[config.mk]
export PLATFORM = sky130hd
export DESIGN_NAME = ascii_integer_field_parser
export DESIGN_NICKNAME = d
export VERILOG_FILES = /design/src/rtl/aifp_pkg.sv /design/src/rtl/aifp_accum.sv /design/src/rtl/aifp_final.sv /design/src/rtl/ascii_integer_field_parser.sv
export SDC_FILE = /design/constraint.sdc
export NUM_CORES = 1
export LEC_CHECK = 0
export BUFFER_PORTS_ARGS = -buffer_cell sky130_fd_sc_hd__clkbuf_2
export CAP_MARGIN = 20
export CORE_MARGIN = 4
export CORE_UTILIZATION = 45
export DETAILED_ROUTE_END_ITERATION = 8
export GPL_TIMING_DRIVEN = 0
export PLACE_DENSITY_LB_ADDON = 0.12
export SYNTH_ARGS = -nofsm -noshare
export SYNTH_HDL_FRONTEND = slang
export SYNTH_SLANG_ARGS = --single-unit
[constraint.sdc]
create_clock -name i_clk -period 9.9 [get_ports i_clk]
set_input_delay 0.495 -clock i_clk [delete_from_list [all_inputs] [get_ports i_clk]]
set_output_delay 0.495 -clock i_clk [all_outputs]
set_load 0.02 [all_outputs]
[src/rtl/aifp_pkg.sv]
// types and constants shared by the ascii integer field parser
// no dependencies
package aifp_pkg;

    typedef enum logic [2:0] {
        PH_IDLE,
        PH_MINUS,
        PH_SIGN,
        PH_PREFIX,
        PH_DIGITS
    } t_phase;

    localparam int VALUE_W    = 64;
    localparam int OUT_DATA_W = 72;
    localparam int OUT_USER_W = 3;
    localparam int CFG_IDX_W  = 3;
    localparam int CFG_DATA_W = 8;

    localparam logic [4:0] BASE_OCT = 5'd8;
    localparam logic [4:0] BASE_DEC = 5'd10;
    localparam logic [4:0] BASE_HEX = 5'd16;

    localparam logic [1:0] MODE_AUTO = 2'd0;
    localparam logic [1:0] MODE_OCT  = 2'd1;
    localparam logic [1:0] MODE_DEC  = 2'd2;
    localparam logic [1:0] MODE_HEX  = 2'd3;

    localparam logic [1:0] ST_OK        = 2'd0;
    localparam logic [1:0] ST_NO_DIGITS = 2'd1;
    localparam logic [1:0] ST_NO_FIELD  = 2'd2;

    localparam logic [1:0] SIZE_16     = 2'd0;
    localparam logic [1:0] SIZE_32     = 2'd1;
    localparam logic [1:0] SIZE_64     = 2'd2;
    // spare code, kept at full width
    localparam logic [1:0] SIZE_64_ALT = 2'd3;

    localparam logic [CFG_IDX_W-1:0] REG_BASE_MODE   = 3'd0;
    localparam logic [CFG_IDX_W-1:0] REG_WIDTH_GIVEN = 3'd1;
    localparam logic [CFG_IDX_W-1:0] REG_FIELD_WIDTH = 3'd2;
    localparam logic [CFG_IDX_W-1:0] REG_SIGNED_CONV = 3'd3;
    localparam logic [CFG_IDX_W-1:0] REG_RESULT_SIZE = 3'd4;

    localparam logic [7:0] CH_TAB     = 8'h09;
    localparam logic [7:0] CH_CR      = 8'h0d;
    localparam logic [7:0] CH_SPACE   = 8'h20;
    localparam logic [7:0] CH_PLUS    = 8'h2b;
    localparam logic [7:0] CH_MINUS   = 8'h2d;
    localparam logic [7:0] CH_ZERO    = 8'h30;
    localparam logic [7:0] CH_NINE    = 8'h39;
    localparam logic [7:0] CH_LOWER_A = 8'h61;
    localparam logic [7:0] CH_LOWER_X = 8'h78;
    localparam logic [7:0] CASE_BIT   = 8'h20;
    localparam logic [7:0] NO_DIGIT   = 8'hff;

    typedef struct packed {
        logic [1:0] status;
        logic [7:0] stop_char;
        logic       stop_is_end;
        logic       negative;
    } t_emit_req;

endpackage

[src/rtl/aifp_accum.sv]
// digit decode and multiply-accumulate with saturation for one character
// depends on aifp_pkg
module aifp_accum #(
    parameter int VALUE_BITS = 64
) (
    input  logic [VALUE_BITS-1:0] i_acc,
    input  logic [4:0]            i_base,
    input  logic [7:0]            i_char,
    output logic                  o_digit_ok,
    output logic [VALUE_BITS-1:0] o_acc
);

    localparam int SUM_W = VALUE_BITS + 4;

    logic [7:0]       w_low;
    logic [7:0]       w_digit;
    logic [SUM_W-1:0] w_dext;
    logic [SUM_W-1:0] w_sum;
    logic             w_ovf;

    always_comb begin
        w_low = i_char | aifp_pkg::CASE_BIT;
        if (w_low >= aifp_pkg::CH_LOWER_A) begin
            w_digit = w_low - aifp_pkg::CH_LOWER_A + 8'd10;
        end else if (i_char >= aifp_pkg::CH_ZERO && i_char <= aifp_pkg::CH_NINE) begin
            w_digit = i_char - aifp_pkg::CH_ZERO;
        end else begin
            w_digit = aifp_pkg::NO_DIGIT;
        end
    end

    assign o_digit_ok = {3'b000, i_base} > w_digit;
    assign w_dext     = {{(SUM_W-4){1'b0}}, w_digit[3:0]};

    // acc * base + digit, shifts and adds only
    always_comb begin
        case (i_base)
            aifp_pkg::BASE_OCT: w_sum = {1'b0, i_acc, 3'b000} + w_dext;
            aifp_pkg::BASE_HEX: w_sum = {i_acc, 4'b0000} + w_dext;
            default:            w_sum = {1'b0, i_acc, 3'b000} + {3'b000, i_acc, 1'b0} + w_dext;
        endcase
    end

    assign w_ovf = |w_sum[SUM_W-1:VALUE_BITS];
    assign o_acc = w_ovf ? {VALUE_BITS{1'b1}} : w_sum[VALUE_BITS-1:0];

endmodule

[src/rtl/aifp_final.sv]
// result finishing: signed saturation, negation and truncation to result size
// depends on aifp_pkg
module aifp_final #(
    parameter int VALUE_BITS = 64
) (
    input  logic [VALUE_BITS-1:0]       i_acc,
    input  aifp_pkg::t_emit_req         i_req,
    input  logic                        i_signed,
    input  logic [1:0]                  i_size,
    output logic [aifp_pkg::VALUE_W-1:0] o_value
);

    logic [VALUE_BITS-1:0]        w_neg;
    logic [VALUE_BITS-1:0]        w_v;
    logic [aifp_pkg::VALUE_W-1:0] w_ext;

    assign w_neg = {VALUE_BITS{1'b0}} - i_acc;

    always_comb begin
        if (i_req.status != aifp_pkg::ST_OK) begin
            w_v = '0;
        end else if (i_signed && i_acc[VALUE_BITS-1]) begin
            w_v = i_req.negative ? {1'b1, {(VALUE_BITS-1){1'b0}}}
                                 : {1'b0, {(VALUE_BITS-1){1'b1}}};
        end else if (i_signed && i_req.negative) begin
            w_v = w_neg;
        end else begin
            w_v = i_acc;
        end
    end

    assign w_ext = aifp_pkg::VALUE_W'(w_v);

    always_comb begin
        case (i_size)
            aifp_pkg::SIZE_16: o_value = {48'd0, w_ext[15:0]};
            aifp_pkg::SIZE_32: o_value = {32'd0, w_ext[31:0]};
            default:           o_value = w_ext;
        endcase
    end

endmodule

[src/rtl/ascii_integer_field_parser.sv]
// ascii integer field parser top level: input register, field state machine,
// result request register and output register
// depends on aifp_pkg, aifp_accum, aifp_final
//
// Slave side takes one character word per cycle: tdata[7:0] is the character,
// tlast marks end of input (the character is then ignored). Master side gives
// one word when a field ends: tdata holds the value then the stop character,
// tuser holds the status then the stop-is-end flag.
// Configuration is a plain write port (enable, register index, data); writes
// take effect on the next clock edge; the user is to make them only while the
// block is idle, as the block itself does not enforce it. Throughput is one
// character per cycle unless the master side stalls. The field logic feeds the
// request register, the finishing stage the output register. The whole
// accumulate step of one character, digit decode plus times-base and add, sits
// between the input register and the request register; signed saturation and
// negation sit in the finishing stage.
// A stalled master side fills the output, request and input registers in turn,
// after which tready on the slave side drops; nothing is lost.
// Synchronous reset empties all three registers, returns the field state to
// whitespace skipping and loads the register reset values.
module ascii_integer_field_parser #(
    parameter int VALUE_BITS = 64
) (
    input  logic                                 i_clk,
    input  logic                                 i_rst_n,
    input  logic                                 i_s_tvalid,
    output logic                                 o_s_tready,
    input  logic [7:0]                           i_s_tdata,   // [7:0] char_in
    input  logic                                 i_s_tlast,
    output logic                                 o_m_tvalid,
    input  logic                                 i_m_tready,
    output logic [aifp_pkg::OUT_DATA_W-1:0]      o_m_tdata,   // [63:0] value, [71:64] stop_char
    output logic [aifp_pkg::OUT_USER_W-1:0]      o_m_tuser,   // [1:0] status, [2] stop_is_end
    input  logic                                 i_cfg_we,
    input  logic [aifp_pkg::CFG_IDX_W-1:0]       i_cfg_idx,
    input  logic [aifp_pkg::CFG_DATA_W-1:0]      i_cfg_data
);

    // configuration
    logic [1:0] r_base_mode;
    logic       r_width_given;
    logic [7:0] r_field_width;
    logic       r_signed_conv;
    logic [1:0] r_result_size;

    always_ff @(posedge i_clk) begin
        if (!i_rst_n) begin
            r_base_mode   <= aifp_pkg::MODE_DEC;
            r_width_given <= 1'b0;
            r_field_width <= 8'd0;
            r_signed_conv <= 1'b1;
            r_result_size <= aifp_pkg::SIZE_32;
        end else if (i_cfg_we) begin
            case (i_cfg_idx)
                aifp_pkg::REG_BASE_MODE:   r_base_mode   <= i_cfg_data[1:0];
                aifp_pkg::REG_WIDTH_GIVEN: r_width_given <= i_cfg_data[0];
                aifp_pkg::REG_FIELD_WIDTH: r_field_width <= i_cfg_data;
                aifp_pkg::REG_SIGNED_CONV: r_signed_conv <= i_cfg_data[0];
                aifp_pkg::REG_RESULT_SIZE: r_result_size <= i_cfg_data[1:0];
                default: ;
            endcase
        end
    end

    // flow control
    logic r_in_valid;
    logic r_em_valid;
    logic r_out_valid;
    logic w_out_free;
    logic w_em_free;
    logic w_in_adv;

    assign w_out_free = !r_out_valid || i_m_tready;
    assign w_em_free  = !r_em_valid || w_out_free;
    assign w_in_adv   = r_in_valid && w_em_free;
    assign o_s_tready = !r_in_valid || w_em_free;

    // input register
    logic [7:0] r_in_char;
    logic       r_in_eof;

    always_ff @(posedge i_clk) begin
        if (!i_rst_n) begin
            r_in_valid <= 1'b0;
        end else if (o_s_tready) begin
            r_in_valid <= i_s_tvalid;
        end
    end

    always_ff @(posedge i_clk) begin
        if (i_s_tvalid && o_s_tready) begin
            r_in_char <= i_s_tdata;
            r_in_eof  <= i_s_tlast;
        end
    end

    // field state
    aifp_pkg::t_phase      r_phase, n_phase;
    logic                  r_neg, n_neg;
    logic [VALUE_BITS-1:0] r_acc, n_acc;
    logic [4:0]            r_base, n_base;
    logic [7:0]            r_wleft, n_wleft;
    logic                  r_any, n_any;
    logic                  r_limited, n_limited;

    logic [VALUE_BITS-1:0] w_acc_cur;
    logic [VALUE_BITS-1:0] w_acc_next;
    logic [4:0]            w_base_mode;
    logic [4:0]            w_base_cur;
    logic                  w_digit_ok;
    logic                  w_space;
    logic                  w_do_begin;
    logic                  w_do_step;
    logic                  w_emit;
    aifp_pkg::t_emit_req   w_req;

    always_comb begin
        case (r_base_mode)
            aifp_pkg::MODE_OCT: w_base_mode = aifp_pkg::BASE_OCT;
            aifp_pkg::MODE_HEX: w_base_mode = aifp_pkg::BASE_HEX;
            default:            w_base_mode = aifp_pkg::BASE_DEC;
        endcase
    end

    assign w_base_cur = (r_phase == aifp_pkg::PH_IDLE) ? w_base_mode : r_base;
    assign w_acc_cur  = (r_phase == aifp_pkg::PH_IDLE) ? '0 : r_acc;
    assign w_space    = (r_in_char == aifp_pkg::CH_SPACE) ||
                        (r_in_char >= aifp_pkg::CH_TAB && r_in_char <= aifp_pkg::CH_CR);

    aifp_accum #(
        .VALUE_BITS (VALUE_BITS)
    ) u_accum (
        .i_acc      (w_acc_cur),
        .i_base     (w_base_cur),
        .i_char     (r_in_char),
        .o_digit_ok (w_digit_ok),
        .o_acc      (w_acc_next)
    );

    always_ff @(posedge i_clk) begin
        if (!i_rst_n) begin
            r_phase   <= aifp_pkg::PH_IDLE;
            r_neg     <= 1'b0;
            r_acc     <= '0;
            r_base    <= aifp_pkg::BASE_DEC;
            r_wleft   <= 8'd0;
            r_any     <= 1'b0;
            r_limited <= 1'b0;
        end else begin
            r_phase   <= n_phase;
            r_neg     <= n_neg;
            r_acc     <= n_acc;
            r_base    <= n_base;
            r_wleft   <= n_wleft;
            r_any     <= n_any;
            r_limited <= n_limited;
        end
    end

    always_comb begin
        n_phase    = r_phase;
        n_neg      = r_neg;
        n_acc      = r_acc;
        n_base     = r_base;
        n_wleft    = r_wleft;
        n_any      = r_any;
        n_limited  = r_limited;
        w_do_begin = 1'b0;
        w_do_step  = 1'b0;
        w_emit     = 1'b0;
        w_req      = '0;
        if (w_in_adv) begin
            case (r_phase)
                aifp_pkg::PH_IDLE: begin
                    if (r_in_eof) begin
                        w_emit            = 1'b1;
                        w_req.status      = aifp_pkg::ST_NO_FIELD;
                        w_req.stop_is_end = 1'b1;
                    end else if (!w_space) begin
                        n_base    = w_base_mode;
                        n_limited = r_width_given;
                        n_wleft   = r_field_width;
                        n_neg     = 1'b0;
                        n_acc     = '0;
                        n_any     = 1'b0;
                        if (r_in_char == aifp_pkg::CH_MINUS) begin
                            n_neg   = 1'b1;
                            n_phase = aifp_pkg::PH_MINUS;
                        end else if (r_in_char == aifp_pkg::CH_PLUS) begin
                            n_phase = aifp_pkg::PH_SIGN;
                        end else begin
                            w_do_begin = 1'b1;
                        end
                    end
                end
                aifp_pkg::PH_MINUS: begin
                    if (r_in_eof) begin
                        w_emit            = 1'b1;
                        w_req.status      = aifp_pkg::ST_NO_FIELD;
                        w_req.stop_is_end = 1'b1;
                    end else if (r_in_char == aifp_pkg::CH_PLUS) begin
                        n_phase = aifp_pkg::PH_SIGN;
                    end else begin
                        w_do_begin = 1'b1;
                    end
                end
                aifp_pkg::PH_SIGN: begin
                    if (r_in_eof) begin
                        w_emit            = 1'b1;
                        w_req.status      = aifp_pkg::ST_NO_FIELD;
                        w_req.stop_is_end = 1'b1;
                    end else begin
                        w_do_begin = 1'b1;
                    end
                end
                aifp_pkg::PH_PREFIX: begin
                    if (r_in_eof) begin
                        w_emit            = 1'b1;
                        w_req.status      = aifp_pkg::ST_OK;
                        w_req.stop_is_end = 1'b1;
                    end else if ((r_in_char | aifp_pkg::CASE_BIT) == aifp_pkg::CH_LOWER_X) begin
                        n_base  = aifp_pkg::BASE_HEX;
                        n_phase = aifp_pkg::PH_DIGITS;
                    end else begin
                        w_do_step = 1'b1;
                    end
                end
                aifp_pkg::PH_DIGITS: begin
                    if (r_in_eof) begin
                        w_emit            = 1'b1;
                        w_req.status      = r_any ? aifp_pkg::ST_OK : aifp_pkg::ST_NO_DIGITS;
                        w_req.stop_is_end = 1'b1;
                    end else begin
                        w_do_step = 1'b1;
                    end
                end
                default: begin
                    n_phase = aifp_pkg::PH_IDLE;
                end
            endcase

            // leading zero opens a prefix in auto and hex modes without a width
            if (w_do_begin) begin
                if (!n_limited && r_in_char == aifp_pkg::CH_ZERO &&
                    (r_base_mode == aifp_pkg::MODE_AUTO || r_base_mode == aifp_pkg::MODE_HEX)) begin
                    n_any = 1'b1;
                    if (r_base_mode == aifp_pkg::MODE_AUTO) begin
                        n_base = aifp_pkg::BASE_OCT;
                    end
                    n_phase = aifp_pkg::PH_PREFIX;
                end else begin
                    w_do_step = 1'b1;
                end
            end

            if (w_do_step) begin
                n_phase = aifp_pkg::PH_DIGITS;
                if ((n_limited && n_wleft == 8'd0) || !w_digit_ok) begin
                    w_emit          = 1'b1;
                    w_req.status    = n_any ? aifp_pkg::ST_OK : aifp_pkg::ST_NO_DIGITS;
                    w_req.stop_char = r_in_char;
                end else begin
                    n_acc = w_acc_next;
                    n_any = 1'b1;
                    if (n_limited) begin
                        n_wleft = n_wleft - 8'd1;
                        if (n_wleft == 8'd0) begin
                            w_emit            = 1'b1;
                            w_req.status      = aifp_pkg::ST_OK;
                            w_req.stop_is_end = 1'b1;
                        end
                    end
                end
            end

            w_req.negative = n_neg;
            if (w_emit) begin
                n_phase = aifp_pkg::PH_IDLE;
            end
        end
    end

    // result request register
    logic [VALUE_BITS-1:0] r_em_acc;
    aifp_pkg::t_emit_req   r_em_req;

    always_ff @(posedge i_clk) begin
        if (!i_rst_n) begin
            r_em_valid <= 1'b0;
        end else if (w_em_free) begin
            r_em_valid <= w_in_adv && w_emit;
        end
    end

    always_ff @(posedge i_clk) begin
        if (w_in_adv && w_emit) begin
            r_em_acc <= n_acc;
            r_em_req <= w_req;
        end
    end

    // finishing and output register
    logic [aifp_pkg::VALUE_W-1:0] w_value;
    logic [aifp_pkg::VALUE_W-1:0] r_out_value;
    logic [7:0]                   r_out_stop;
    logic [1:0]                   r_out_status;
    logic                         r_out_end;

    aifp_final #(
        .VALUE_BITS (VALUE_BITS)
    ) u_final (
        .i_acc    (r_em_acc),
        .i_req    (r_em_req),
        .i_signed (r_signed_conv),
        .i_size   (r_result_size),
        .o_value  (w_value)
    );

    always_ff @(posedge i_clk) begin
        if (!i_rst_n) begin
            r_out_valid <= 1'b0;
        end else if (w_out_free) begin
            r_out_valid <= r_em_valid;
        end
    end

    always_ff @(posedge i_clk) begin
        if (r_em_valid && w_out_free) begin
            r_out_value  <= w_value;
            r_out_stop   <= r_em_req.stop_char;
            r_out_status <= r_em_req.status;
            r_out_end    <= r_em_req.stop_is_end;
        end
    end

    assign o_m_tvalid = r_out_valid;
    assign o_m_tdata  = {r_out_stop, r_out_value};
    assign o_m_tuser  = {r_out_end, r_out_status};

`ifndef SYNTHESIS
    a_emit_to_idle: assert property (@(posedge i_clk) disable iff (!i_rst_n)
        (w_in_adv && w_emit) |=> (r_phase == aifp_pkg::PH_IDLE))
        else $error("field did not restart after its result");

    a_prefix_consumed: assert property (@(posedge i_clk) disable iff (!i_rst_n)
        (r_phase == aifp_pkg::PH_PREFIX) |-> r_any)
        else $error("prefix state without consumed zero");

    a_fail_zero: assert property (@(posedge i_clk) disable iff (!i_rst_n)
        (o_m_tvalid && o_m_tuser[1:0] != aifp_pkg::ST_OK) |-> (o_m_tdata[63:0] == 64'd0))
        else $error("failed conversion carries a value");

    a_no_field_end: assert property (@(posedge i_clk) disable iff (!i_rst_n)
        (o_m_tvalid && o_m_tuser[1:0] == aifp_pkg::ST_NO_FIELD)
            |-> (o_m_tuser[2] && o_m_tdata[71:64] == 8'd0))
        else $error("missing field word without end flag");
`endif

endmodule
==> metrics.md <==
| Metric | Value |
|---|---|
| Startpoint types | flip-flop |
| Die ar. | 50,600 sq um |
| Data arrival, critical path | 9.91 ns |
| Cells after synthesis | 2,581 |
| CP peak stage delay | 0.75 ns |
| Tightest hold margin | 0.09246 ns |
| Final Net Count | 2,900 |
| Switching share of power | 25.25% |
| Synth warn | 0 |
| Post-Route WL | 83,510 um |
| FF-to-FF Start | r_phase[2]$_SDFFE_PN0P_ |
| Fin. Hold Viols | 0 |
| Peak supply drop | 0.0001846 V |
| Net switching power | 0.0006586 W |
| RSZ-0062 raised after global routing | no |
| IO buf count | 101 |
| CP most frequent cell | clkbuf_1 |
| Most frequent cells in the layout | nand2_1, a21oi_1, edfxtp_1 |
| Min-Delay Path Class | in -> reg |
| Int Power | 0.001949 W |
| Critical Path RT | 10.15 ns |
| Pre-CTS WS | -0.3224 ns |
| Die Ht | 225.0 um |
| First-pass GRT wire length | 123,000 um |
| Tot GR Track Use | 31.68% |
| Clock latency at the later pin of the worst-skew pair | 0.58 ns |
| Min Tclk post-route | 9.665 ns |
| Area grow syn2layout | 11.50% |
| Post-CTS Setup Bufs | 0 |
| Share of post-route cells with drive strength above 1 | 7.650% |
| Area contributors post-synth | edfxtp_1, dfxtp_1, ha_1 |
| Post-synthesis sequential area ratio | 32.13% |
| CTS tree | yes |
| Status | finished, final reports clean |
| GR Util met2 | 48.36% |
| Final setup fails | 0 |
| Synth area leader | edfxtp_1 |
| Worst reg-to-reg path cell count | 26 |
| Post-synthesis cell area | 21,180 sq um |
| Final core occ | 50.73% |
| Met1 Use GR | 46.17% |
| Initial core utilization | 45.50% |
| Hold path startpoint | i_s_tdata[4] |
| Max-cap violation count | 0 |
| Clk pwr share | 44.1% |
| CP endpoint kind | flip-flop |
| Syn_area_per_cell | 8.207 sq um |
| Crit Path Class | reg -> reg |
| Clock Skew | 0.03299 ns |
| Vias per cell | 6.315 |
| Die Width | 225.0 um |
| Fin cells | 3,352 |
| Top Usage Layer GRT | met2 |
| Ys async rst share | 0% |
| Pin count of the biggest net entering global routing | 39 |
| Bufs and invs on worst path | 11 |
| Clock root buffer | clkbuf_16 |
| Post-synth top area share | 22.68% |
| Register bit total from synthesis | 260 |
| Crit share post-route | 97.63% |
| DRT Pass-1 Iters | 6 |
| DP HPWL | 67,500 um |
| Pleak | 9.842 nW |
| Commonest non-fill, non-tap cell in the layout | nand2_1 |
| Seq pwr share | 46.1% |
| Clock Path Buffers | 3 |
| Row count | 79 |
| Rel. slew slack | 15.63% |
| Mean routed wirelength per cell | 24.91 um |
| # placed instances | 3,298 |
| Hold_buf cts | 0 |
| Fmax | 103.5 MHz |
| Reg2reg end | r_em_acc[63]$_DFFE_PP_ |
| Routed Antenna Nets | 0 |
| Finished Cell Area | 23,620 sq um |
| Library cells used by synthesis | 89 |
| CP top delay family | buffers and inverters |
| Fin worst setup slack | 0.2347 ns |
| Hold Path Cell Cnt | 1 |
| Count of pins over their slew limit | 0 |
| Ys flop type | edfxtp_1 |
| CTS sink cnt | 260 |
| H-Tree Depth | 1 |
| Least-Margin Pin Slew | 1.254 ns |
| Clk slew on worst S/H paths | 0.06 ns |
| Power Dens Cells | 110.4 nW/um^2 |
| Antenna violations before repair | 0 |
| 1st-iter DRT viols | 2,487 |
| Routability Congestion | 1.038 |
| Post-synth EDFFs | 160 |
| Worst Path Max Fanout | 10 |
| IO Pins | 102 |
| Area of placed instances | 22,590 sq um |
| Syn nets | 2,759 |
| Vias | 21,168 |
| ANT cells | 0 |
| Gate power share | 9.8% |
| Hold endpoint | r_in_char[4]$_DFFE_PP_ |
| Core Area | 46,560 sq um |
| DRC | 0 |
| Vias in the first global route | 19,613 |
| Gr ovfl total | 0 |
| GRT met3 Usage | 4.781% |
| Flop2flop setup slack | 0.23 ns |
| Critical-path top delay cell | o41ai_1 |
| Total CTS buffers | 29 |
## state kept, by name (all words and copies together), names as in the netlist, 2 cells and up
| name | cells |
|---|---|
| r_result_size | 2 |
| r_phase | 3 |
| r_em_acc | 64 |
| r_acc | 64 |
| r_field_width | 8 |
| r_out_stop | 8 |
| r_out_value | 64 |
| r_in_char | 8 |
| r_em_req | 12 |
| r_wleft | 8 |
| r_base | 5 |
| r_out_status | 2 |
| r_base_mode | 2 |
## synth_stat cells, drive strengths merged, types with 72 or more instances
master and count:
a21o 93, a21oi 228, clkbuf 160, dfxtp 100, edfxtp 160, ha 151, nand2 357, nand3 72
nor2 153, nor3 82, o21ai 140, xnor2 97
## metal layers
metal	routed length, um	share of wire [%]
met1	37030	44
met2	35620	43
met3	7822	9.4
met4	3039	3.6
met5	0	0
## layout make-up
cell class              count  area (sq um)
plain buffers             189         747.0
clock buffers              36         782.0
clock inverters            18         245.2
fillers                  4580         22940
inverters                  66         247.7
multi-input cells        2066         13410
flip-flops and latches    260          6807
well taps                 607         759.5
repair buffers            110         623.1
## timing repair
item,in CTS,in global routing
gates resized for setup,2,4
endpoints found under the setup margin,64,44
gates cloned,0,0
## power by group through the flow
stage / combinational, W / sequential, W / clock, W
6_report: 0.000257 / 0.00120 / 0.00115
3_5_place_dp: 0.000250 / 0.00123 / 0
2_1_floorplan: 0.000147 / 0.00123 / 0
5_1_grt: 0.000275 / 0.00121 / 0.00121
3_3_place_gp: 0.000243 / 0.00123 / 0
4_1_cts: 0.000252 / 0.00120 / 0.00117
## kinds of logic after synthesis
| group | after synthesis | synth area share (%) |
|---|---|---|
| muxes | 26 | 1.235 |
| DFF | 260 | 32.13 |
| xor gates and xnor gates | 156 | 6.450 |
| and+or+nand+nor | 923 | 21.08 |
| AOI/OAI and AO/OA | 808 | 25.32 |
| adders and majority gates | 153 | 9.109 |
| buffers and inverters | 255 | 4.672 |
## how the worst max path moves through the flow
stage          slack, ns               startpoint  cells after the start                endpoint
2_1_floorplan       2.21  r_phase[1]$_SDFFE_PN0P_                     22   r_em_acc[0]$_DFFE_PP_
3_3_place_gp       -2.21  r_phase[2]$_SDFFE_PN0P_                     22  r_em_acc[44]$_DFFE_PP_
3_5_place_dp       -0.32  r_phase[2]$_SDFFE_PN0P_                     26  r_em_acc[63]$_DFFE_PP_
6_report            0.23  r_phase[2]$_SDFFE_PN0P_                     26  r_em_acc[63]$_DFFE_PP_
5_1_grt             0.15  r_phase[2]$_SDFFE_PN0P_                     26  r_em_acc[52]$_DFFE_PP_
4_1_cts             0.19  r_phase[2]$_SDFFE_PN0P_                     26  r_em_acc[63]$_DFFE_PP_
## per-stage QoR
| step | power [W] | TNS (ns) |
|---|---|---|
| floorplan | 0.001381 | 0 |
| global placement | 0.001472 | -177.23 |
| detailed placement | 0.001475 | -5.207 |
| CTS | 0.002621 | 0 |
| global route | 0.002691 | 0 |
| finish | 0.002608 | 0 |
Power figures use the tool's default switching activity.
